$ cat src/rtl/gcsf_pkg.sv
// ----------------------------------------------------------------------------
// gcsf_pkg
// Types, constants and codes shared by the grid cell smoothing filter.
// ----------------------------------------------------------------------------
package gcsf_pkg;

    localparam int MAX_CELLS_DEF = 4096;

    // index arithmetic: row * width + col fits in 20 bits
    localparam int IDX_W = 20;
    localparam int REM_W = 37;
    localparam int CFG_IDX_W = 3;
    localparam int CFG_DATA_W = 24;

    localparam logic [23:0] HMAX = 24'hFFFFFF;

    localparam logic [2:0] OP_SET    = 3'd0;
    localparam logic [2:0] OP_ADJUST = 3'd1;
    localparam logic [2:0] OP_SMOOTH = 3'd2;
    localparam logic [2:0] OP_MARK   = 3'd3;
    localparam logic [2:0] OP_READ   = 3'd4;

    localparam logic [CFG_IDX_W-1:0] REG_GRID_WIDTH = 3'd0;
    localparam logic [CFG_IDX_W-1:0] REG_CELL_COUNT = 3'd1;
    localparam logic [CFG_IDX_W-1:0] REG_MAX_HEIGHT = 3'd2;
    localparam logic [CFG_IDX_W-1:0] REG_BASE_RGB   = 3'd3;
    localparam logic [CFG_IDX_W-1:0] REG_PEAK_RGB   = 3'd4;

    typedef struct packed {
        logic [2:0]  op;
        logic [11:0] col;
        logic [11:0] row;
        logic [23:0] height_in;
        logic [15:0] impact;
    } in_item_t;

    typedef struct packed {
        logic [23:0] height_out;
        logic [7:0]  red;
        logic [7:0]  green;
        logic [7:0]  blue;
        logic        status;
    } out_item_t;

    typedef struct packed {
        logic [6:0]  grid_width;
        logic [12:0] cell_count;
        logic [15:0] max_height;
        logic [23:0] base_rgb;
        logic [23:0] peak_rgb;
    } cfg_t;

    typedef enum logic [2:0] {
        ALU_NOP,
        ALU_MUL,
        ALU_MAC_HI,
        ALU_DIV_LOAD,
        ALU_DIV_STEP
    } alu_op_t;

    typedef struct packed {
        alu_op_t          op;
        logic [23:0]      a;
        logic [23:0]      b;
        logic [REM_W-1:0] rem_ld;
        logic [63:0]      num_ld;
        logic [REM_W-1:0] den;
    } alu_req_t;

    typedef struct packed {
        logic [63:0]      acc;
        logic [63:0]      quo;
        logic [REM_W-1:0] rem;
    } alu_rsp_t;

endpackage

$ cat src/rtl/gcsf_alu.sv
// ----------------------------------------------------------------------------
// gcsf_alu
// Shared 24x24 multiplier with accumulator and a restoring divider step.
// ----------------------------------------------------------------------------
module gcsf_alu
(
    input  logic                clk,
    input  gcsf_pkg::alu_req_t  req,
    output gcsf_pkg::alu_rsp_t  rsp
);

    logic [63:0]                acc_reg;
    logic [63:0]                quo_reg;
    logic [gcsf_pkg::REM_W-1:0] rem_reg;
    logic [gcsf_pkg::REM_W-1:0] den_reg;
    logic [47:0]                prod;
    logic [gcsf_pkg::REM_W-1:0] trial;

    assign prod  = req.a * req.b;
    assign trial = {rem_reg[gcsf_pkg::REM_W-2:0], quo_reg[63]};

    always_ff @(posedge clk)
    begin
        case (req.op)
            gcsf_pkg::ALU_MUL:
            begin
                acc_reg <= {16'b0, prod};
            end
            gcsf_pkg::ALU_MAC_HI:
            begin
                acc_reg <= acc_reg + {prod[39:0], 24'b0};
            end
            gcsf_pkg::ALU_DIV_LOAD:
            begin
                rem_reg <= req.rem_ld;
                quo_reg <= req.num_ld;
                den_reg <= req.den;
            end
            gcsf_pkg::ALU_DIV_STEP:
            begin
                if (trial >= den_reg)
                begin
                    rem_reg <= trial - den_reg;
                    quo_reg <= {quo_reg[62:0], 1'b1};
                end
                else
                begin
                    rem_reg <= trial;
                    quo_reg <= {quo_reg[62:0], 1'b0};
                end
            end
            default:
            begin
            end
        endcase
    end

    assign rsp.acc = acc_reg;
    assign rsp.quo = quo_reg;
    assign rsp.rem = rem_reg;

endmodule

$ cat config.mk
export PLATFORM = sky130hd
export DESIGN_NAME = gcsf_alu
export DESIGN_NICKNAME = d
export VERILOG_FILES = /design/src/rtl/gcsf_pkg.sv /design/src/rtl/gcsf_alu.sv
export SDC_FILE = /design/constraint.sdc
export NUM_CORES = 2
export LEC_CHECK = 0
export ABC_CLOCK_PERIOD_IN_PS = 10480
export BUFFER_PORTS_ARGS = -buffer_cell sky130_fd_sc_hd__buf_2
export CAP_MARGIN = 20
export CORE_UTILIZATION = 56
export DETAILED_ROUTE_END_ITERATION = 7
export PLACE_DENSITY = 0.8
export SLEW_MARGIN = 20
export SYNTH_ARGS = -nofsm -noshare
export SYNTH_HDL_FRONTEND = slang
export SYNTH_SLANG_ARGS = --single-unit
export TNS_END_PERCENT = 30
$ cat constraint.sdc
create_clock -name clk -period 10.48 [get_ports clk]
set_input_delay 2.096 -clock clk [delete_from_list [all_inputs] [get_ports clk]]
set_output_delay 2.096 -clock clk [all_outputs]
set_load 0.01 [all_outputs]
# Word-level counts from Yosys, hierarchy flattened
# Cells that the tools add are included.
totals:
  register_bits: 202
  latchBits: 0
  ramBits: 0
  romBits: 0
  in_bits: 190
  elab_cells: 19
  mem_count: 0
classes:
  n_addsub: 2
  multipliers: 1
  div_mod_pow: 0
  magnitude_cmp: 1
  n_eq_ne: 4
  n_shift: 0
  n_mux: 5
  n_bitwise: 0
  n_reduce_logical: 2
op_table:
  columns: ["operator", "count"]
  rows:
  - ["64-bit case mux with 2 select lines", 2]
  - ["37-bit case mux with 2 select lines", 1]
  - ["64-bit adder", 1]
  - ["24-bit by 24-bit multiplier with 48-bit output", 1]
  - ["37-bit greater-or-equal comparator", 1]
  - ["37-bit two-way mux", 1]
  - ["37-bit subtractor", 1]
  - ["3-bit by 2-bit == test with 1-bit output (second input constant)", 2]
  - ["2-bit nonzero test", 2]
  - ["3-bit by 1-bit == test with 1-bit output (second input constant)", 1]
  - ["3-bit == test (second input constant)", 1]
  - ["1-bit two-way mux", 1]

# Longest topological paths before layout
logic_depth:
  ltp_word: 3
  ltp_mapped: 35

# Worst setup path after synthesis
# OpenSTA, ideal clock, no wires.
synth_timing:
  path_kind: "input port to flip-flop"
  startpoint: "input port req[188] (netlist name)"
  endpoint: "register quo_reg[0], enable pin"
  setup_time_ns: 0.700
  t_arrival_ns: 9.348
  t_required_ns: 9.780
  path_slack_ns: 0.432
  stages: 2
  path_buffers: 0
  cell_sequence: "nand2b_1 > o21ai_0"
synth_via:
  elab_chain_len: 2
  word_cells_on_any_way: 3
synth_lines:
  columns: ["item", "line", "text"]
  rows:
  - ["start: declaration", "gcsf_alu.sv:8", "input gcsf_pkg::alu_req_t req,"]
  - ["3-bit == test or 3-bit by 2-bit == test with 1-bit output (tied branches)", "gcsf_alu.sv:24", "case (req.op)"]
  - ["2-bit nonzero test (no source line) (*)", null, null]
  - ["end signal: assignment", "gcsf_alu.sv:36", "quo_reg <= req.num_ld;"]
  - ["end signal: assignment", "gcsf_alu.sv:44", "quo_reg <= {quo_reg[62:0], 1'b1};"]
  - ["end signal: assignment", "gcsf_alu.sv:49", "quo_reg <= {quo_reg[62:0], 1'b0};"]
  - ["end: declaration", "gcsf_alu.sv:13", "logic [63:0] quo_reg;"]
# Every way passes the cells marked *; elsewhere a longest branch is shown, timed or not.
# A chain may end at the register's enable or synchronous reset.

# Final worst setup path
layout_timing:
  startpoint: "input port req[142] (netlist name)"
  endpoint: "register acc_reg[50], data pin"
layout_via:
  elab_chain_len: 3
layout_lines:
  columns: ["item", "line", "text"]
  rows:
  - ["24-bit by 24-bit multiplier with 48-bit output", "gcsf_alu.sv:19", "assign prod = req.a * req.b;"]
  - ["64-bit adder", "gcsf_alu.sv:31", "acc_reg <= acc_reg + {prod[39:0], 24'b0};"]
  - ["64-bit case mux with 2 select lines", "gcsf_alu.sv:24", null]
  - ["end signal: assignment", "gcsf_alu.sv:27", "acc_reg <= {16'b0, prod};"]
  - ["end signal: assignment", "gcsf_alu.sv:31", null]
  - ["end: declaration", "gcsf_alu.sv:12", "logic [63:0] acc_reg;"]
# Every way passes these cells.

==> metrics.cfg <==
[status]
status=completed

[sta]
min_period_ps=10160
fin_crit_sh_pct=96.97
final_max_slew_viol_count=0
worstMarginPinSlew_ps=938.5
slew_headroom_pct=37.43
fin_worst_skew_ps=15.28
hold_viol_final=0
fmax_ghz=0.09840
rsz0062_at_grt=false
setup_viol=0
setup_slack_ps=317.7

[clock_network]
path_clk_slew_ps=60
cts_tree=done
numClockSinks=202
cts_buffers=20
postCtsHoldBufs=0
postCtsSetupBuffers=0
clockBufferDepth=3
insertion_delay_ps=520
cts-htree-levels=1
cts.repair.resized=0
root_buffer=clkbuf_16

[die]
die_area_um2=57240
fp.coreArea_um2=55310
die_x_um=239.2
fp.dieH_um=239.2
num_rows=86
ios=355
start_util_pct=56.99

[logic_synthesis]
synth_top_cells_by_area=fa_1 31%, edfxtp_1 19%, ha_1 10%
synth_xor_xnor_area_share_pct=2.834
synth-main-ff-cell=edfxtp_1
muxShareOfSynthArea_pct=0.5955
synth_nets=4417
synth_area_per_cell_um2=9.026
synth_cell_types=68
yosys.area_share.adder_pct=40.71
netlist_area_um2=31520
ys_seq_area_share_pct=19.24
synth_commonest_cells=627 x inv_1, 601 x nand2_1, 484 x fa_1, 335 x and2_1, 251 x ha_1
synth_edf_count=202
synth_top_area_share_pct=30.74
synthMostInstantiatedCell=inv_1
synth_top_family_by_area=adder cells
synth-simple-area-share_pct=17.70
netlist_instances=3492
synth_top_area_cell=fa_1
yosysWarningCount=0
synth_seq_cells=202
synth_compound_area_share_pct=9.440
async_flop_share_pct=0

[global_routing]
grt_pass1_wl_mm=138.3
track_usage_pct=31.25
grt_pass1_vias=25580
grt_max_degree=77
grt_antenna_before_repair=14
grt_remaining_overflow=0

[cells_and_area]
final_core_util_pct=62.68
fillCellCount=4684
drive_gt1_share_pct=12.26
fin_nets=4672
area_growth_pct=9.980
multi_input_area_um2=22520
register_area_um2=6066
stdcell_area_um2=34660
finalNonFillerCells=4522

[setup_path]
path_buf_inv=7
cp_slowest_stage_delay_ps=540
path_max_fanout=19
path_class=in -> reg
cp-start-kind=input pin
critical-path-top-delay-family=adder cells
critPathArrivalTime_ps=10400
worst_setup_path_end_kind=flop
cp_slowest_cell=fa_1
crit_top_cell=fa_1
cp_data_required_time_ps=10720

[detailed_routing]
drc=0
wl_per_cell_um=19.30
drt-total-wl_mm=87.29
ant_nets=0
via_per_inst=5.610
drtIter0Drc=1866
first_pass_iters=8
num_vias=25370

[placement]
pre_cts_ws_ps=-33.07
dpl_cell_area_um2=33970
io_buffers=354
dp_hpwl_mm=71.62
dp.cells=4473
gp_congestion=0.9657

[min_path]
min_path_type=reg -> reg

[run]
drv_cap=0

## layout by cell type (no fill, tap or decap), types with 8 or more instances in the layout
| cell | netlist | routed |
|---|---|---|
| nand3_1 | 40 | 40 |
| o211ai_1 | 18 | 18 |
| xor2_1 | 42 | 42 |
| clkbuf_16 | 0 | 21 |
| xnor2_1 | 60 | 60 |
| buf_2 | 7 | 354 |
| edfxtp_1 | 202 | 202 |
| o21ai_0 | 96 | 94 |
| buf_4 | 0 | 43 |
| a211oi_1 | 9 | 8 |
| inv_1 | 627 | 627 |
| nand2b_1 | 10 | 10 |
| nor2_1 | 84 | 82 |
| fa_1 | 484 | 484 |
| nor3_1 | 18 | 17 |
| ha_1 | 251 | 251 |
| o21a_1 | 22 | 22 |
| a21oi_1 | 151 | 151 |
| diode_2 | 0 | 13 |
| nor2b_1 | 8 | 8 |
| a21o_1 | 61 | 61 |
| or3_1 | 9 | 8 |
| nand4_1 | 20 | 20 |
| and3_1 | 22 | 22 |
| and2_1 | 335 | 334 |
| mux2i_1 | 12 | 12 |
| nand2_1 | 601 | 600 |
| o31ai_1 | 11 | 11 |
| a31oi_1 | 23 | 23 |
| o21bai_1 | 22 | 22 |
## worst reg2reg max path: cells and delay by family, from the launching register on
kind	cells	cell delay (ps)
AO/OA/AOI/OAI	6	1660
AND/OR/NAND/NOR	2	810
flip-flops	1	480
adder cells (fa/ha/maj)	1	370
buffers and inverters	1	360
## layer usage
| metal | wire length (um) | vias to the layer above | track usage, % | part of all wire [%] |
|---|---|---|---|---|
| li1 | - | 11528 | - | - |
| met1 | 34860 | 12450 | 42.05 | 40 |
| met2 | 41360 | 1179 | 49.89 | 47 |
| met3 | 7824 | 205 | 6.811 | 9.0 |
| met4 | 3188 | 8 | 11.07 | 3.7 |
| met5 | 58 | - | 0 | 0.066 |
## through the flow
stage / hold slack [ps] / setup TNS, ps
2_1_floorplan: 582.1 / 0
4_1_cts: 532.2 / 0
3_3_place_gp: 512.9 / -3.350
6_report: 534.1 / 0
5_1_grt: 552.2 / 0
3_5_place_dp: 518.2 / -33.07
## worst paths after layout
path          startpoint           to  slack, ps  cells after the start
max             req[142]  acc_reg[50]        320                     32
min          quo_reg[61]  quo_reg[62]        530                      2
max reg2reg   rem_reg[0]  rem_reg[36]       6520                     10
min reg2reg  quo_reg[61]  quo_reg[62]        530                      2
## final cells by class
cell class	count	area share, %
antenna	13	0.09385
clock buffer	22	1.527
clock inverter	14	0.3682
inverter	628	6.800
multi-input combinational	2498	64.97
sequential	202	17.50
tap	748	2.700
timing repair buffer	397	6.042
## cells by family after synthesis
family,after synthesis
flops,202
xor+xnor,102
mux,18
buf+inv,792
compound gates,471
fa+ha+maj,735
simple gates,1172
Power is not shown: default switching activity piles up to over one toggle a cycle in this logic, so the estimate is an artifact.
