### config.mk
export PLATFORM = sky130hd
export DESIGN_NAME = gcsf_ctrl_flat
export DESIGN_NICKNAME = d
export VERILOG_FILES = /design/src/rtl/gcsf_pkg.sv /design/src/rtl/gcsf_if.sv /design/src/rtl/gcsf_ctrl.sv /design/src/flat_wrapper.sv
export SDC_FILE = /design/constraint.sdc
export NUM_CORES = 1
export LEC_CHECK = 0
export BUFFER_PORTS_ARGS = -buffer_cell sky130_fd_sc_hd__buf_2
export CAP_MARGIN = 10
export CORE_AREA = 2 2 207 311
export CTS_BUF_LIST = sky130_fd_sc_hd__clkbuf_2
export CTS_CLUSTER_DIAMETER = 100
export CTS_CLUSTER_SIZE = 16
export DETAILED_ROUTE_END_ITERATION = 16
export DIE_AREA = 0 0 209 313
export GPL_TIMING_DRIVEN = 0
export PLACE_DENSITY = 0.68
export RECOVER_POWER = 25
export SLEW_MARGIN = 20
export SYNTH_ARGS = -nofsm -noshare
export SYNTH_HDL_FRONTEND = slang
export SYNTH_SLANG_ARGS = --single-unit
### constraint.sdc
create_clock -name clk -period 15.21 [get_ports clk]
set_input_delay 1.521 -clock clk [delete_from_list [all_inputs] [get_ports clk]]
set_output_delay 1.521 -clock clk [all_outputs]
set_load 0.05 [all_outputs]
### src/rtl/gcsf_pkg.sv
// ----------------------------------------------------------------------------
// gcsf_pkg
// Types, constants and codes shared by the grid cell smoothing filter.
// ----------------------------------------------------------------------------
package gcsf_pkg;

    localparam int MAX_CELLS_DEF = 4096;

    // index arithmetic: row * width + col fits in 20 bits
    localparam int IDX_W = 20;
    localparam int REM_W = 37;
    localparam int CFG_IDX_W = 3;
    localparam int CFG_DATA_W = 24;

    localparam logic [23:0] HMAX = 24'hFFFFFF;

    localparam logic [2:0] OP_SET    = 3'd0;
    localparam logic [2:0] OP_ADJUST = 3'd1;
    localparam logic [2:0] OP_SMOOTH = 3'd2;
    localparam logic [2:0] OP_MARK   = 3'd3;
    localparam logic [2:0] OP_READ   = 3'd4;

    localparam logic [CFG_IDX_W-1:0] REG_GRID_WIDTH = 3'd0;
    localparam logic [CFG_IDX_W-1:0] REG_CELL_COUNT = 3'd1;
    localparam logic [CFG_IDX_W-1:0] REG_MAX_HEIGHT = 3'd2;
    localparam logic [CFG_IDX_W-1:0] REG_BASE_RGB   = 3'd3;
    localparam logic [CFG_IDX_W-1:0] REG_PEAK_RGB   = 3'd4;

    typedef struct packed {
        logic [2:0]  op;
        logic [11:0] col;
        logic [11:0] row;
        logic [23:0] height_in;
        logic [15:0] impact;
    } in_item_t;

    typedef struct packed {
        logic [23:0] height_out;
        logic [7:0]  red;
        logic [7:0]  green;
        logic [7:0]  blue;
        logic        status;
    } out_item_t;

    typedef struct packed {
        logic [6:0]  grid_width;
        logic [12:0] cell_count;
        logic [15:0] max_height;
        logic [23:0] base_rgb;
        logic [23:0] peak_rgb;
    } cfg_t;

    typedef enum logic [2:0] {
        ALU_NOP,
        ALU_MUL,
        ALU_MAC_HI,
        ALU_DIV_LOAD,
        ALU_DIV_STEP
    } alu_op_t;

    typedef struct packed {
        alu_op_t          op;
        logic [23:0]      a;
        logic [23:0]      b;
        logic [REM_W-1:0] rem_ld;
        logic [63:0]      num_ld;
        logic [REM_W-1:0] den;
    } alu_req_t;

    typedef struct packed {
        logic [63:0]      acc;
        logic [63:0]      quo;
        logic [REM_W-1:0] rem;
    } alu_rsp_t;

endpackage

### src/rtl/gcsf_if.sv
// ----------------------------------------------------------------------------
// gcsf channel interfaces
// Valid/ready channels for request beats and result beats.
// ----------------------------------------------------------------------------
interface gcsf_in_if;
    logic               valid;
    logic               ready;
    gcsf_pkg::in_item_t data;

    modport source (output valid, output data, input ready);
    modport sink   (input valid, input data, output ready);
endinterface

interface gcsf_out_if;
    logic                valid;
    logic                ready;
    gcsf_pkg::out_item_t data;

    modport source (output valid, output data, input ready);
    modport sink   (input valid, input data, output ready);
endinterface

### src/rtl/gcsf_ctrl.sv
// ----------------------------------------------------------------------------
// gcsf_ctrl
// Sequencer: index check, store access, adjust, smooth, colour blend.
// ----------------------------------------------------------------------------
module gcsf_ctrl
#(
    parameter int MAX_CELLS = gcsf_pkg::MAX_CELLS_DEF,
    parameter int AW        = $clog2(MAX_CELLS)
)
(
    input  logic               clk,
    input  logic               rst_n,
    input  gcsf_pkg::cfg_t     cfg,
    gcsf_in_if.sink            in_ch,
    gcsf_out_if.source         out_ch,
    output gcsf_pkg::alu_req_t alu_req,
    input  gcsf_pkg::alu_rsp_t alu_rsp,
    output logic               h_we,
    output logic               r_we,
    output logic [AW-1:0]      waddr,
    output logic [23:0]        h_wdata,
    output logic               r_wdata,
    output logic [AW-1:0]      raddr,
    input  logic [23:0]        h_rdata,
    input  logic               r_rdata
);

    localparam int IW = gcsf_pkg::IDX_W;
    localparam logic [IW-1:0] CELLS = IW'(MAX_CELLS);
    localparam logic [AW-1:0] LAST_ADDR = AW'(MAX_CELLS - 1);

    typedef enum logic [4:0] {
        S_CLR, S_IDLE, S_IDX, S_CHK, S_RD, S_WR, S_COL,
        S_ADJ_M1, S_ADJ_M2, S_ADJ_M3, S_ADJ_DL, S_ADJ_FIN,
        S_SM_RD, S_SM_SUM, S_SM_DL, S_SM_FIN,
        S_BL_M, S_BL_DL, S_BL_FIN,
        S_DIV, S_DONE
    } state_t;

    state_t              state_reg, state_next;
    state_t              ret_reg, ret_next;
    logic [2:0]          op_reg, op_next;
    logic [11:0]         col_reg, col_next;
    logic [11:0]         row_reg, row_next;
    logic [23:0]         hin_reg, hin_next;
    logic [15:0]         imp_reg, imp_next;
    logic [IW-1:0]       idx_reg, idx_next;
    logic [23:0]         h_reg, h_next;
    logic                river_reg, river_next;
    logic [23:0]         diff_reg, diff_next;
    logic                up_reg, up_next;
    logic [23:0]         p1hi_reg, p1hi_next;
    logic [27:0]         sum_reg, sum_next;
    logic [3:0]          cnt_reg, cnt_next;
    logic [1:0]          dx_reg, dx_next;
    logic [1:0]          dy_reg, dy_next;
    logic                nbv_reg, nbv_next;
    logic [6:0]          dcnt_reg, dcnt_next;
    logic [1:0]          comp_reg, comp_next;
    logic [7:0]          red_reg, red_next;
    logic [7:0]          green_reg, green_next;
    logic [7:0]          blue_reg, blue_next;
    logic                err_reg, err_next;
    logic [AW-1:0]       clr_reg, clr_next;
    logic                ov_reg, ov_next;
    gcsf_pkg::out_item_t od_reg, od_next;

    logic [6:0]          w;
    logic [IW-1:0]       lim;
    logic [22:0]         hq;
    logic [23:0]         mq;
    logic [IW-1:0]       idx_calc;
    logic                vx, vy, nb_ok;
    logic [12:0]         nx;
    logic signed [IW:0]  ti;
    logic signed [IW:0]  yoff;
    logic [7:0]          lo, hi, mag, v;
    logic                dneg;
    logic [8:0]          s9, c9;
    logic [31:0]         p;
    logic [23:0]         hsel;

    always_comb
    begin
        w   = (cfg.grid_width == 7'd0) ? 7'd1 : cfg.grid_width;
        lim = (IW'(cfg.cell_count) > CELLS) ? CELLS : IW'(cfg.cell_count);
        hq  = (cfg.max_height[15:1] == 15'd0) ? {15'd1, 8'd0} : {cfg.max_height[15:1], 8'd0};
        mq  = (cfg.max_height == 16'd0) ? {16'd1, 8'd0} : {cfg.max_height, 8'd0};
        idx_calc = IW'(row_reg) * IW'(w) + IW'(col_reg);

        // neighbour position for the current offset pair
        nx   = {1'b0, col_reg} + {11'b0, dx_reg} - 13'd1;
        vx   = !(dx_reg == 2'd0 && col_reg == 12'd0) && (nx < {6'b0, w});
        vy   = !(dy_reg == 2'd0 && row_reg == 12'd0);
        yoff = (dy_reg == 2'd0) ? -$signed({14'b0, w}) :
               (dy_reg == 2'd2) ? $signed({14'b0, w}) : '0;
        ti   = $signed({1'b0, idx_reg}) + yoff + $signed({{(IW-1){1'b0}}, dx_reg})
               - $signed((IW+1)'(1));
        nb_ok = vx && vy && (ti[IW-1:0] < lim);

        case (comp_reg)
            2'd0:    begin lo = cfg.base_rgb[23:16]; hi = cfg.peak_rgb[23:16]; end
            2'd1:    begin lo = cfg.base_rgb[15:8];  hi = cfg.peak_rgb[15:8];  end
            default: begin lo = cfg.base_rgb[7:0];   hi = cfg.peak_rgb[7:0];   end
        endcase
        dneg = hi < lo;
        mag  = dneg ? lo - hi : hi - lo;
        p    = alu_rsp.acc[31:0];
        s9   = {1'b0, lo} + {1'b0, alu_rsp.quo[7:0]};
        c9   = {1'b0, alu_rsp.quo[7:0]} + {8'b0, (alu_rsp.rem != '0)};
        if (dneg)
        begin
            v = ({1'b0, lo} > c9) ? lo - c9[7:0] : 8'd0;
        end
        else
        begin
            v = s9[8] ? 8'd255 : s9[7:0];
        end
        hsel = h_reg;
    end

    always_comb
    begin
        state_next = state_reg;
        ret_next   = ret_reg;
        op_next    = op_reg;
        col_next   = col_reg;
        row_next   = row_reg;
        hin_next   = hin_reg;
        imp_next   = imp_reg;
        idx_next   = idx_reg;
        h_next     = h_reg;
        river_next = river_reg;
        diff_next  = diff_reg;
        up_next    = up_reg;
        p1hi_next  = p1hi_reg;
        sum_next   = sum_reg;
        cnt_next   = cnt_reg;
        dx_next    = dx_reg;
        dy_next    = dy_reg;
        nbv_next   = nbv_reg;
        dcnt_next  = dcnt_reg;
        comp_next  = comp_reg;
        red_next   = red_reg;
        green_next = green_reg;
        blue_next  = blue_reg;
        err_next   = err_reg;
        clr_next   = clr_reg;
        ov_next    = ov_reg;
        od_next    = od_reg;

        alu_req    = '0;
        alu_req.op = gcsf_pkg::ALU_NOP;
        h_we       = 1'b0;
        r_we       = 1'b0;
        waddr      = idx_reg[AW-1:0];
        h_wdata    = h_reg;
        r_wdata    = 1'b1;
        raddr      = (state_reg == S_SM_RD) ? ti[AW-1:0] : idx_reg[AW-1:0];

        if (ov_reg && out_ch.ready)
        begin
            ov_next = 1'b0;
        end

        unique case (state_reg)
            S_CLR:
            begin
                h_we    = 1'b1;
                r_we    = 1'b1;
                waddr   = clr_reg;
                h_wdata = 24'd0;
                r_wdata = 1'b0;
                clr_next = clr_reg + 1'b1;
                if (clr_reg == LAST_ADDR)
                begin
                    state_next = S_IDLE;
                end
            end
            S_IDLE:
            begin
                if (in_ch.valid)
                begin
                    op_next    = in_ch.data.op;
                    col_next   = in_ch.data.col;
                    row_next   = in_ch.data.row;
                    hin_next   = in_ch.data.height_in;
                    imp_next   = in_ch.data.impact;
                    state_next = S_IDX;
                end
            end
            S_IDX:
            begin
                idx_next   = idx_calc;
                state_next = S_CHK;
            end
            S_CHK:
            begin
                if (idx_reg >= lim)
                begin
                    err_next   = 1'b1;
                    h_next     = 24'd0;
                    red_next   = 8'd0;
                    green_next = 8'd0;
                    blue_next  = 8'd0;
                    state_next = S_DONE;
                end
                else
                begin
                    err_next   = 1'b0;
                    state_next = S_RD;
                end
            end
            S_RD:
            begin
                h_next     = h_rdata;
                river_next = r_rdata;
                up_next    = hin_reg >= {1'b0, hq};
                diff_next  = (hin_reg >= {1'b0, hq}) ? hin_reg - {1'b0, hq} : {1'b0, hq} - hin_reg;
                sum_next   = '0;
                cnt_next   = '0;
                dx_next    = '0;
                dy_next    = '0;
                nbv_next   = 1'b0;
                case (op_reg)
                    gcsf_pkg::OP_SET:
                    begin
                        h_next     = hin_reg;
                        state_next = S_WR;
                    end
                    gcsf_pkg::OP_ADJUST: state_next = S_ADJ_M1;
                    gcsf_pkg::OP_SMOOTH: state_next = S_SM_RD;
                    gcsf_pkg::OP_MARK:
                    begin
                        r_we       = 1'b1;
                        river_next = 1'b1;
                        state_next = S_COL;
                    end
                    default: state_next = S_COL;
                endcase
            end
            S_WR:
            begin
                h_we       = 1'b1;
                state_next = S_COL;
            end
            S_COL:
            begin
                comp_next = 2'd0;
                if (river_reg)
                begin
                    red_next   = 8'd0;
                    green_next = 8'd0;
                    blue_next  = 8'd255;
                    state_next = S_DONE;
                end
                else
                begin
                    state_next = S_BL_M;
                end
            end
            S_ADJ_M1:
            begin
                alu_req.op = gcsf_pkg::ALU_MUL;
                alu_req.a  = h_reg;
                alu_req.b  = diff_reg;
                state_next = S_ADJ_M2;
            end
            S_ADJ_M2:
            begin
                alu_req.op = gcsf_pkg::ALU_MUL;
                alu_req.a  = alu_rsp.acc[23:0];
                alu_req.b  = {8'b0, imp_reg};
                p1hi_next  = alu_rsp.acc[47:24];
                state_next = S_ADJ_M3;
            end
            S_ADJ_M3:
            begin
                alu_req.op = gcsf_pkg::ALU_MAC_HI;
                alu_req.a  = p1hi_reg;
                alu_req.b  = {8'b0, imp_reg};
                state_next = S_ADJ_DL;
            end
            S_ADJ_DL:
            begin
                alu_req.op     = gcsf_pkg::ALU_DIV_LOAD;
                alu_req.rem_ld = '0;
                alu_req.num_ld = alu_rsp.acc;
                alu_req.den    = {2'b0, hq, 12'b0};
                dcnt_next      = 7'd64;
                ret_next       = S_ADJ_FIN;
                state_next     = S_DIV;
            end
            S_ADJ_FIN:
            begin
                if (up_reg)
                begin
                    h_next = (alu_rsp.quo > {40'b0, gcsf_pkg::HMAX - h_reg}) ?
                             gcsf_pkg::HMAX : h_reg + alu_rsp.quo[23:0];
                end
                else
                begin
                    h_next = (alu_rsp.quo > {40'b0, h_reg}) ? 24'd0 : h_reg - alu_rsp.quo[23:0];
                end
                state_next = S_WR;
            end
            S_SM_RD:
            begin
                nbv_next = nb_ok;
                if (nbv_reg)
                begin
                    sum_next = sum_reg + {4'b0, h_rdata};
                    cnt_next = cnt_reg + 4'd1;
                end
                if (dy_reg == 2'd2)
                begin
                    dy_next = 2'd0;
                    dx_next = dx_reg + 2'd1;
                    if (dx_reg == 2'd2)
                    begin
                        state_next = S_SM_SUM;
                    end
                end
                else
                begin
                    dy_next = dy_reg + 2'd1;
                end
            end
            S_SM_SUM:
            begin
                if (nbv_reg)
                begin
                    sum_next = sum_reg + {4'b0, h_rdata};
                    cnt_next = cnt_reg + 4'd1;
                end
                state_next = S_SM_DL;
            end
            S_SM_DL:
            begin
                if (cnt_reg == 4'd0)
                begin
                    state_next = S_WR;
                end
                else
                begin
                    alu_req.op     = gcsf_pkg::ALU_DIV_LOAD;
                    alu_req.rem_ld = '0;
                    alu_req.num_ld = {sum_reg, 36'b0};
                    alu_req.den    = {33'b0, cnt_reg};
                    dcnt_next      = 7'd28;
                    ret_next       = S_SM_FIN;
                    state_next     = S_DIV;
                end
            end
            S_SM_FIN:
            begin
                h_next     = alu_rsp.quo[23:0];
                state_next = S_WR;
            end
            S_BL_M:
            begin
                alu_req.op = gcsf_pkg::ALU_MUL;
                alu_req.a  = {16'b0, mag};
                alu_req.b  = hsel;
                state_next = S_BL_DL;
            end
            S_BL_DL:
            begin
                if (p[31:8] >= mq)
                begin
                    // quotient of 256 or more clamps either way
                    case (comp_reg)
                        2'd0:    red_next   = dneg ? 8'd0 : 8'd255;
                        2'd1:    green_next = dneg ? 8'd0 : 8'd255;
                        default: blue_next  = dneg ? 8'd0 : 8'd255;
                    endcase
                    comp_next  = comp_reg + 2'd1;
                    state_next = (comp_reg == 2'd2) ? S_DONE : S_BL_M;
                end
                else
                begin
                    alu_req.op     = gcsf_pkg::ALU_DIV_LOAD;
                    alu_req.rem_ld = {13'b0, p[31:8]};
                    alu_req.num_ld = {p[7:0], 56'b0};
                    alu_req.den    = {13'b0, mq};
                    dcnt_next      = 7'd8;
                    ret_next       = S_BL_FIN;
                    state_next     = S_DIV;
                end
            end
            S_BL_FIN:
            begin
                case (comp_reg)
                    2'd0:    red_next   = v;
                    2'd1:    green_next = v;
                    default: blue_next  = v;
                endcase
                comp_next  = comp_reg + 2'd1;
                state_next = (comp_reg == 2'd2) ? S_DONE : S_BL_M;
            end
            S_DIV:
            begin
                alu_req.op = gcsf_pkg::ALU_DIV_STEP;
                dcnt_next  = dcnt_reg - 7'd1;
                if (dcnt_reg == 7'd1)
                begin
                    state_next = ret_reg;
                end
            end
            S_DONE:
            begin
                if (!ov_reg || out_ch.ready)
                begin
                    ov_next            = 1'b1;
                    od_next.height_out = h_reg;
                    od_next.red        = red_reg;
                    od_next.green      = green_reg;
                    od_next.blue       = blue_reg;
                    od_next.status     = err_reg;
                    state_next         = S_IDLE;
                end
            end
            default: state_next = S_IDLE;
        endcase
    end

    always_ff @(posedge clk or negedge rst_n)
    begin
        if (!rst_n)
        begin
            state_reg <= S_CLR;
            ret_reg   <= S_IDLE;
            clr_reg   <= '0;
            ov_reg    <= 1'b0;
            dcnt_reg  <= '0;
        end
        else
        begin
            state_reg <= state_next;
            ret_reg   <= ret_next;
            clr_reg   <= clr_next;
            ov_reg    <= ov_next;
            dcnt_reg  <= dcnt_next;
        end
    end

    always_ff @(posedge clk)
    begin
        op_reg    <= op_next;
        col_reg   <= col_next;
        row_reg   <= row_next;
        hin_reg   <= hin_next;
        imp_reg   <= imp_next;
        idx_reg   <= idx_next;
        h_reg     <= h_next;
        river_reg <= river_next;
        diff_reg  <= diff_next;
        up_reg    <= up_next;
        p1hi_reg  <= p1hi_next;
        sum_reg   <= sum_next;
        cnt_reg   <= cnt_next;
        dx_reg    <= dx_next;
        dy_reg    <= dy_next;
        nbv_reg   <= nbv_next;
        comp_reg  <= comp_next;
        red_reg   <= red_next;
        green_reg <= green_next;
        blue_reg  <= blue_next;
        err_reg   <= err_next;
        od_reg    <= od_next;
    end

    assign in_ch.ready  = (state_reg == S_IDLE);
    assign out_ch.valid = ov_reg;
    assign out_ch.data  = od_reg;

endmodule

### src/flat_wrapper.sv
// flat-port wrapper written by rule: the top's interface ports become plain ports
module gcsf_ctrl_flat 
#(
    parameter int MAX_CELLS = gcsf_pkg::MAX_CELLS_DEF,
    parameter int AW        = $clog2(MAX_CELLS)
)
  (clk, rst_n, cfg, alu_req, alu_rsp, h_we, r_we, waddr, h_wdata, r_wdata, raddr, h_rdata, r_rdata, in_ch_valid, in_ch_data, in_ch_ready, out_ch_valid, out_ch_data, out_ch_ready);
  gcsf_in_if in_ch_i ();
  gcsf_out_if out_ch_i ();
  input  logic clk;
  input  logic rst_n;
  input  gcsf_pkg::cfg_t cfg;
  output gcsf_pkg::alu_req_t alu_req;
  input  gcsf_pkg::alu_rsp_t alu_rsp;
  output logic h_we;
  output logic r_we;
  output logic [AW-1:0] waddr;
  output logic [23:0] h_wdata;
  output logic r_wdata;
  output logic [AW-1:0] raddr;
  input  logic [23:0] h_rdata;
  input  logic r_rdata;
  input wire logic [$bits(in_ch_i.valid)-1:0] in_ch_valid;
  input wire logic [$bits(in_ch_i.data)-1:0] in_ch_data;
  output wire logic [$bits(in_ch_i.ready)-1:0] in_ch_ready;
  output wire logic [$bits(out_ch_i.valid)-1:0] out_ch_valid;
  output wire logic [$bits(out_ch_i.data)-1:0] out_ch_data;
  input wire logic [$bits(out_ch_i.ready)-1:0] out_ch_ready;
  assign in_ch_i.valid = in_ch_valid;
  assign in_ch_i.data = in_ch_data;
  assign in_ch_ready = in_ch_i.ready;
  assign out_ch_valid = out_ch_i.valid;
  assign out_ch_data = out_ch_i.data;
  assign out_ch_i.ready = out_ch_ready;
  gcsf_ctrl #(.MAX_CELLS(MAX_CELLS), .AW(AW)) u_core (.clk(clk), .rst_n(rst_n), .cfg(cfg), .in_ch(in_ch_i), .out_ch(out_ch_i), .alu_req(alu_req), .alu_rsp(alu_rsp), .h_we(h_we), .r_we(r_we), .waddr(waddr), .h_wdata(h_wdata), .r_wdata(r_wdata), .raddr(raddr), .h_rdata(h_rdata), .r_rdata(r_rdata));
endmodule
Yosys cells after proc, flatten, opt, wreduce, memory -nomap -nowiden
Index checks and enable logic that the tools add are counted.

cells by class
  reductions and logical operators = 46
  mux-type cells = 83
  equality and inequality tests = 47
  $mul = 1
  add/sub/neg operators = 24
  order comparisons = 10

operator list
  cell                number
  $pmux 138 s3        1
  $mux 24             8
  $pmux 48 s4         1
  $mux 8              17
  $gt 64x24->1        2
  $mux 125            1
  $mux 101            1
  $pmux 5 s20         1
  $pmux 24 s4         1
  $pmux 8 s4          3
  $pmux 28 s2         1
  $mux 5              11
  $eq 5x4->1 const B  8
  $reduce_bool 37->1  1
  $pmux 8 s2          2
  $add 28x24->28      1
  $mux 28             1
  $mux 7              4
  $pmux 7 s4          1
  $eq 5x5->1 const B  5
  $add 24x24->24      1
  $ge 24x23->1        1
  $ge 24x24->1        1
  $logic_not 12->1    2
  69 further kinds    135

word-level totals
  register bits = 304
  input port bits = 345

Logic depth before layout (Yosys ltp)
  depth after elaboration = 10
  depth in mapped cells = 31
  gate-level depth less buffers = 30

Worst setup path before layout
Ideal clock, no wire load.

  path kind = input to register
  start point = in cfg[79] (netlist name)
  end point = reg u_core.nbv_reg, data pin
  data required time = 15.020 ns
  buffers on the path = 1
  library setup time = 0.190 ns
  stages = 30
  data arrival time = 6.779 ns
  setup slack = 8.240 ns
  cell sequence = inv_1 nand3_1 nor2_1 a31o_2 clkbuf_1 inv_1 ha_1 a21oi_1 ha_1 fa_1 inv_1 ha_1 a21oi_1 nor2b_1 o21a_1 o21a_1 o41a_1 a221oi_1 nor2b_1 xnor2_1 ha_1 nor2_1 o21ai_0 a2111oi_2 o2111ai_1 a2111oi_2 o211ai_1 nor4_2 o211ai_1 a2111oi_2

on the way
  cells in the longest elaborated chain, start to end = 10
  elaborated cells on any way between the ends = 14
  classes of those cells = add/sub: 4; order compare: 2; mux: 4; reduce/logical: 4

RTL lines
  what                                  RTL line                          source
  start: declaration                    flat_wrapper.sv:12                input gcsf_pkg::cfg_t cfg;
  $logic_not 7->1                       gcsf_ctrl.sv:85                   w = (cfg.grid_width == 7'd0) ? 7'd1 : cfg.grid_width;
  $mux 7 (*)                            gcsf_ctrl.sv:85
  $neg 7->20 or $mux 7 (tied branches)  gcsf_ctrl.sv:95, gcsf_ctrl.sv:96
  $mux 20                               gcsf_ctrl.sv:95                   yoff = (dy_reg == 2'd0) ? -$signed({14'b0, w}) :
  $add 20x20->20                        gcsf_ctrl.sv:97                   ti = $signed({1'b0, idx_reg}) + yoff + $signed({{(IW-1){1'b0}}, dx_reg})
  $add 20x3->20                         gcsf_ctrl.sv:97
  $sub 20x2->20                         gcsf_ctrl.sv:98                   - $signed((IW+1)'(1));
  $lt 20x20->1                          gcsf_ctrl.sv:99                   nb_ok = vx && vy && (ti[IW-1:0] < lim);
  $logic_and 1x1->1 (*)                 gcsf_ctrl.sv:99
  $pmux 1 s2 (*)                        gcsf_ctrl.sv:166                  unique case (state_reg)
  net u_core.nbv_next                   gcsf_ctrl.sv:57                   logic nbv_reg, nbv_next;
  end signal: assignment                gcsf_ctrl.sv:464                  nbv_reg <= nbv_next;
  end: declaration                      gcsf_ctrl.sv:57

Mark *: on every way through the listed nets, which the timed path passes. The rest lies on a longest branch.
A chain may end at the register's enable or synchronous reset.

Worst setup path in the final report
  start point = in cfg[79] (netlist name)
  end point = out raddr[11]

on the way
  cells in the longest elaborated chain, start to end = 8
  elaborated cells on any way between the ends = 9
  classes of those cells = add/sub: 4; mux: 4; reduce/logical: 1

RTL lines
  what                                  RTL line                          source
  $logic_not 7->1                       gcsf_ctrl.sv:85
  $mux 7 (*)                            gcsf_ctrl.sv:85
  $neg 7->20 or $mux 7 (tied branches)  gcsf_ctrl.sv:95, gcsf_ctrl.sv:96
  $mux 20 (*)                           gcsf_ctrl.sv:95
  $add 20x20->20 (*)                    gcsf_ctrl.sv:97
  $add 20x3->20 (*)                     gcsf_ctrl.sv:97
  $sub 20x2->20 (*)                     gcsf_ctrl.sv:98
  $mux 12 (*)                           gcsf_ctrl.sv:159                  raddr = (state_reg == S_SM_RD) ? ti[AW-1:0] : idx_reg[AW-1:0];
  end: declaration                      flat_wrapper.sv:20                output logic [AW-1:0] raddr;

Every way passes the cells marked *; elsewhere a longest branch is shown, timed or not.

==> results.txt <==
----------------------------------------------------
[Outcome]
  Status ... complete, but fails checks
  Failing checks ... capacitance limit, slew limit

[Placement]
  Port Buf Inserts ... 616
  Final Wtd Congestion ... 0.996
  Cell Area, Placed ... 0.0324 mm2
  Half-perimeter wire length after detailed placement ... 97000 um

[Logic synthesis]
  Number of synthesized register bits ... 304
  Number of warning messages in the yosys log ... 0
  Main synth FF type ... sky130_fd_sc_hd__edfxtp_1
  Yosys top cell area share ... between 20% and 30%
  Mapped Area ... 0.0280 mm2
  Number of library cell types mapped by synthesis ... 102
  Most common cell in the netlist ... sky130_fd_sc_hd__inv_1
  Commonest cells post-synth ... sky130_fd_sc_hd__inv_1, sky130_fd_sc_hd__ha_1, sky130_fd_sc_hd__edfxtp_1
  EDFF count, synth ... 274
  Synth top area cells ... sky130_fd_sc_hd__edfxtp_1, sky130_fd_sc_hd__ha_1, sky130_fd_sc_hd__fa_1
  Post-synthesis async set-or-reset flop share ... 9.87%
  Mean instance size in the synthesized netlist ... 8.96 um2
  Share of synthesized area occupied by flip-flops and latches ... between 30 and 40%
  Number of standard cells after synthesis ... 3130
  Area leader, netlist ... sky130_fd_sc_hd__edfxtp_1

[Global routing]
  Global routing usage summed across all routing layers ... 34.3%
  Via count of the first global-routing pass ... around 26000
  Largest net degree at the start of global routing ... 45
  Remaining global-route overflow ... 0
  First-pass GRT wire length ... between 150000 and 200000 um
  Initial antenna violation count ... 20

[Clock tree]
  Buffer type at the clock tree root ... sky130_fd_sc_hd__clkbuf_2
  Number of clock buffers inserted by TritonCTS ... 23
  Clock Sinks ... 304
  Clock insertion delay at the later pin of the skew report ... ~1.2 ns
  Worst-case clock buffer depth ... 3
  CTS tree ... yes
  H-tree levels ... 1
  Clock input transition at the sequential cells of the worst setup and hold paths ... around 0.27 ns
  Number of resized instances in the post-cts repair step ... 0
  Setup repair bufs after CTS ... 0
  Count of hold buffers inserted by post-cts repair ... 0

[Finish]
  Fraction of layout cells with a size suffix above 1 ... about a fifth
  Flip-flop count of the largest register, all copies and words added ... 49
  Final layout net count ... 4552
  Utilization after layout ... 51.7%
  Synthesis-to-finish area growth ... 15.9%
  Final design area excluding fillers ... between 0.03 and 0.04 mm2

[Routing]
  Iteration-0 DRC count of the detailed router ... 2461
  Drt drc ... 0
  Number of nets still failing antenna checks after routing ... 0
  Vias after detailed routing ... 26700
  Mean routed wirelength per cell ... 25.2 um
  Average via count per standard cell ... approximately 5.8
  Total iterations of the first detailed-routing run ... 8
  Total detailed-routing wirelength ... 116000 um

[Die]
  Chip Width ... 209 um
  Row count ... between 100 and 150
  Initial standard-cell utilization of the core ... between 40% and 50%
  Die H ... 313 um
  Area of the die ... 0.0654 mm2
  Top-level I/O count ... around 640
  Std-Cell Core Area ... roughly 0.063 mm2

[Timing]
  WHS ... approximately 0.44 ns
  Hold Fails Final Rpt ... 0
  Highest achievable clock rate ... 123 MHz
  Shortest clock period the worst path allows after layout ... 8.12 ns
  Total setup violations reported at the end of the flow ... 0
  Setup tns final ... 0 ns
  Setup repair after global routing missed its margin ... false
  Post-route fraction of the period consumed by the critical path ... 53.4%
  Fin. max-slew vios ... 61
  Worst Max-Slew Pin Slew ... 1.79 ns
  Worst clock skew ... 0.136 ns
  Worst max-slew margin expressed relative to the limit ... -19.5%

[Critical path]
  CP required ... 13.69 ns
  Delay-heaviest family, CP ... adder cells
  Maximum cell stage delay along the critical path ... 0.51 ns
  Critical path class ... in2out
  Worst Path Max Fanout ... 10
  CP arrival ... 6.60 ns
  Cells along the critical path ... buf_2, inv_1, nand3_1, nor2_1, a31o_1, clkbuf_1, inv_1, ha_1, a21oi_1, ha_1, fa_1, inv_1, ha_1, fa_1, a21oi_1, nor2_1, o311ai_0, nand3_1, xor2_1, mux2_2, buf_2
  Crit end category ... output port
  Critical path buffers and inverters ... 6
  Launching element type of the critical path ... input port
  Critical path's slowest cell ... sky130_fd_sc_hd__fa_1

[Power and ir drop]
  Power per unit of standard cell area ... 180 mW/mm2
  Share of power burned in the clock network ... 5.9%
  VDD IR max ... 151 uV
  Sw power ... 0.00317 W
  Design Power ... 0.00587 W
  Combinational share of power ... between 70 and 80%
  Part of the total power dissipated in sequential elements ... 23.8%
  Cell-internal power ... 0.00269 W
  Leakage Power ... 15.6 nW
  Switching Fraction ... 54.1%

[Hold path]
  Type of the tightest min-delay check ... reg2reg

[Flow run]
  Number of max-capacitance violations reported ... 3

----------------------------------------------------
## path summary, 6_finish.rpt
kind | to | slack (ns) | startpoint | cells after the start
max | raddr[11] | 7.09 | cfg[79] | 21
min | u_core.out_ch.data[8] | 0.44 | u_core.blue_reg[7] | 0
max reg2reg | u_core.nbv_reg | 8.50 | u_core.dy_reg[0] | 27
min reg2reg | u_core.out_ch.data[8] | 0.44 | u_core.blue_reg[7] | 0
max in group asynchronous | u_core.dcnt_reg[5] | 13.33 | rst_n | 1
min in group asynchronous | u_core.out_ch.valid | 0.84 | rst_n | 1
## cells in the final DEF, fill, tap and decap left out, types with 81 or more instances in the layout
cell type and n:
sky130_fd_sc_hd__clkbuf_1 139, sky130_fd_sc_hd__inv_1 380, sky130_fd_sc_hd__a21oi_1 218, sky130_fd_sc_hd__xnor2_1 81
sky130_fd_sc_hd__buf_2 606, sky130_fd_sc_hd__nand2_1 270, sky130_fd_sc_hd__nor2_1 205, sky130_fd_sc_hd__ha_1 336
sky130_fd_sc_hd__o21ai_0 161, sky130_fd_sc_hd__edfxtp_1 274, sky130_fd_sc_hd__and2_1 120
## layer usage
layer	share of wire (%)	global-route usage [%]	routed length, um
met3	7.6	5.91	8890
met5	0.15	0	179
met1	37	39.8	43100
met4	6.3	18.5	7300
met2	49	60.3	57000
## power by group through the flow
stage / registers, W / logic [W] / clock network (W)
4_1_cts: 0.00139 / 0.00410 / 0.000357
6_report: 0.00140 / 0.00412 / 0.000347
3_3_place_gp: 0.00142 / 0.00402 / 0
2_1_floorplan: 0.00134 / 0.00289 / 0
5_1_grt: 0.00141 / 0.00449 / 0.000378
3_5_place_dp: 0.00141 / 0.00408 / 0
## final cells by class
type / count / area, um2
Fill cell: 6185 / 30400
Multi-Input combinational cell: 2302 / 17000
Sequential cell: 304 / 8980
Timing Repair Buffer: 626 / 3170
Inverter: 384 / 1440
Tap cell: 805 / 1010
Buffer: 158 / 733
Clock buffer: 30 / 150
Clock inverter: 3 / 23.8
Antenna cell: 5 / 12.5
## stage by stage
step           instances  setup WS, ns
3_3_place_gp        4569          6.73
6_report            4617          7.09
4_1_cts             4612          6.99
5_1_grt             4616          6.56
3_5_place_dp        4579          6.74
2_1_floorplan       3148          8.24
## kinds of logic after synthesis
group	count (synthesis)	synth area share, %
AOI/OAI and AO/OA	780	18.6
adders and majority gates	408	20.1
xor gates and xnor gates	121	3.78
DFF	304	32.0
and+or+nand+nor	955	17.0
other	1	0.0134
muxes	19	0.736
buffers and inverters	542	7.77
(Power assumes the default switching activity.)
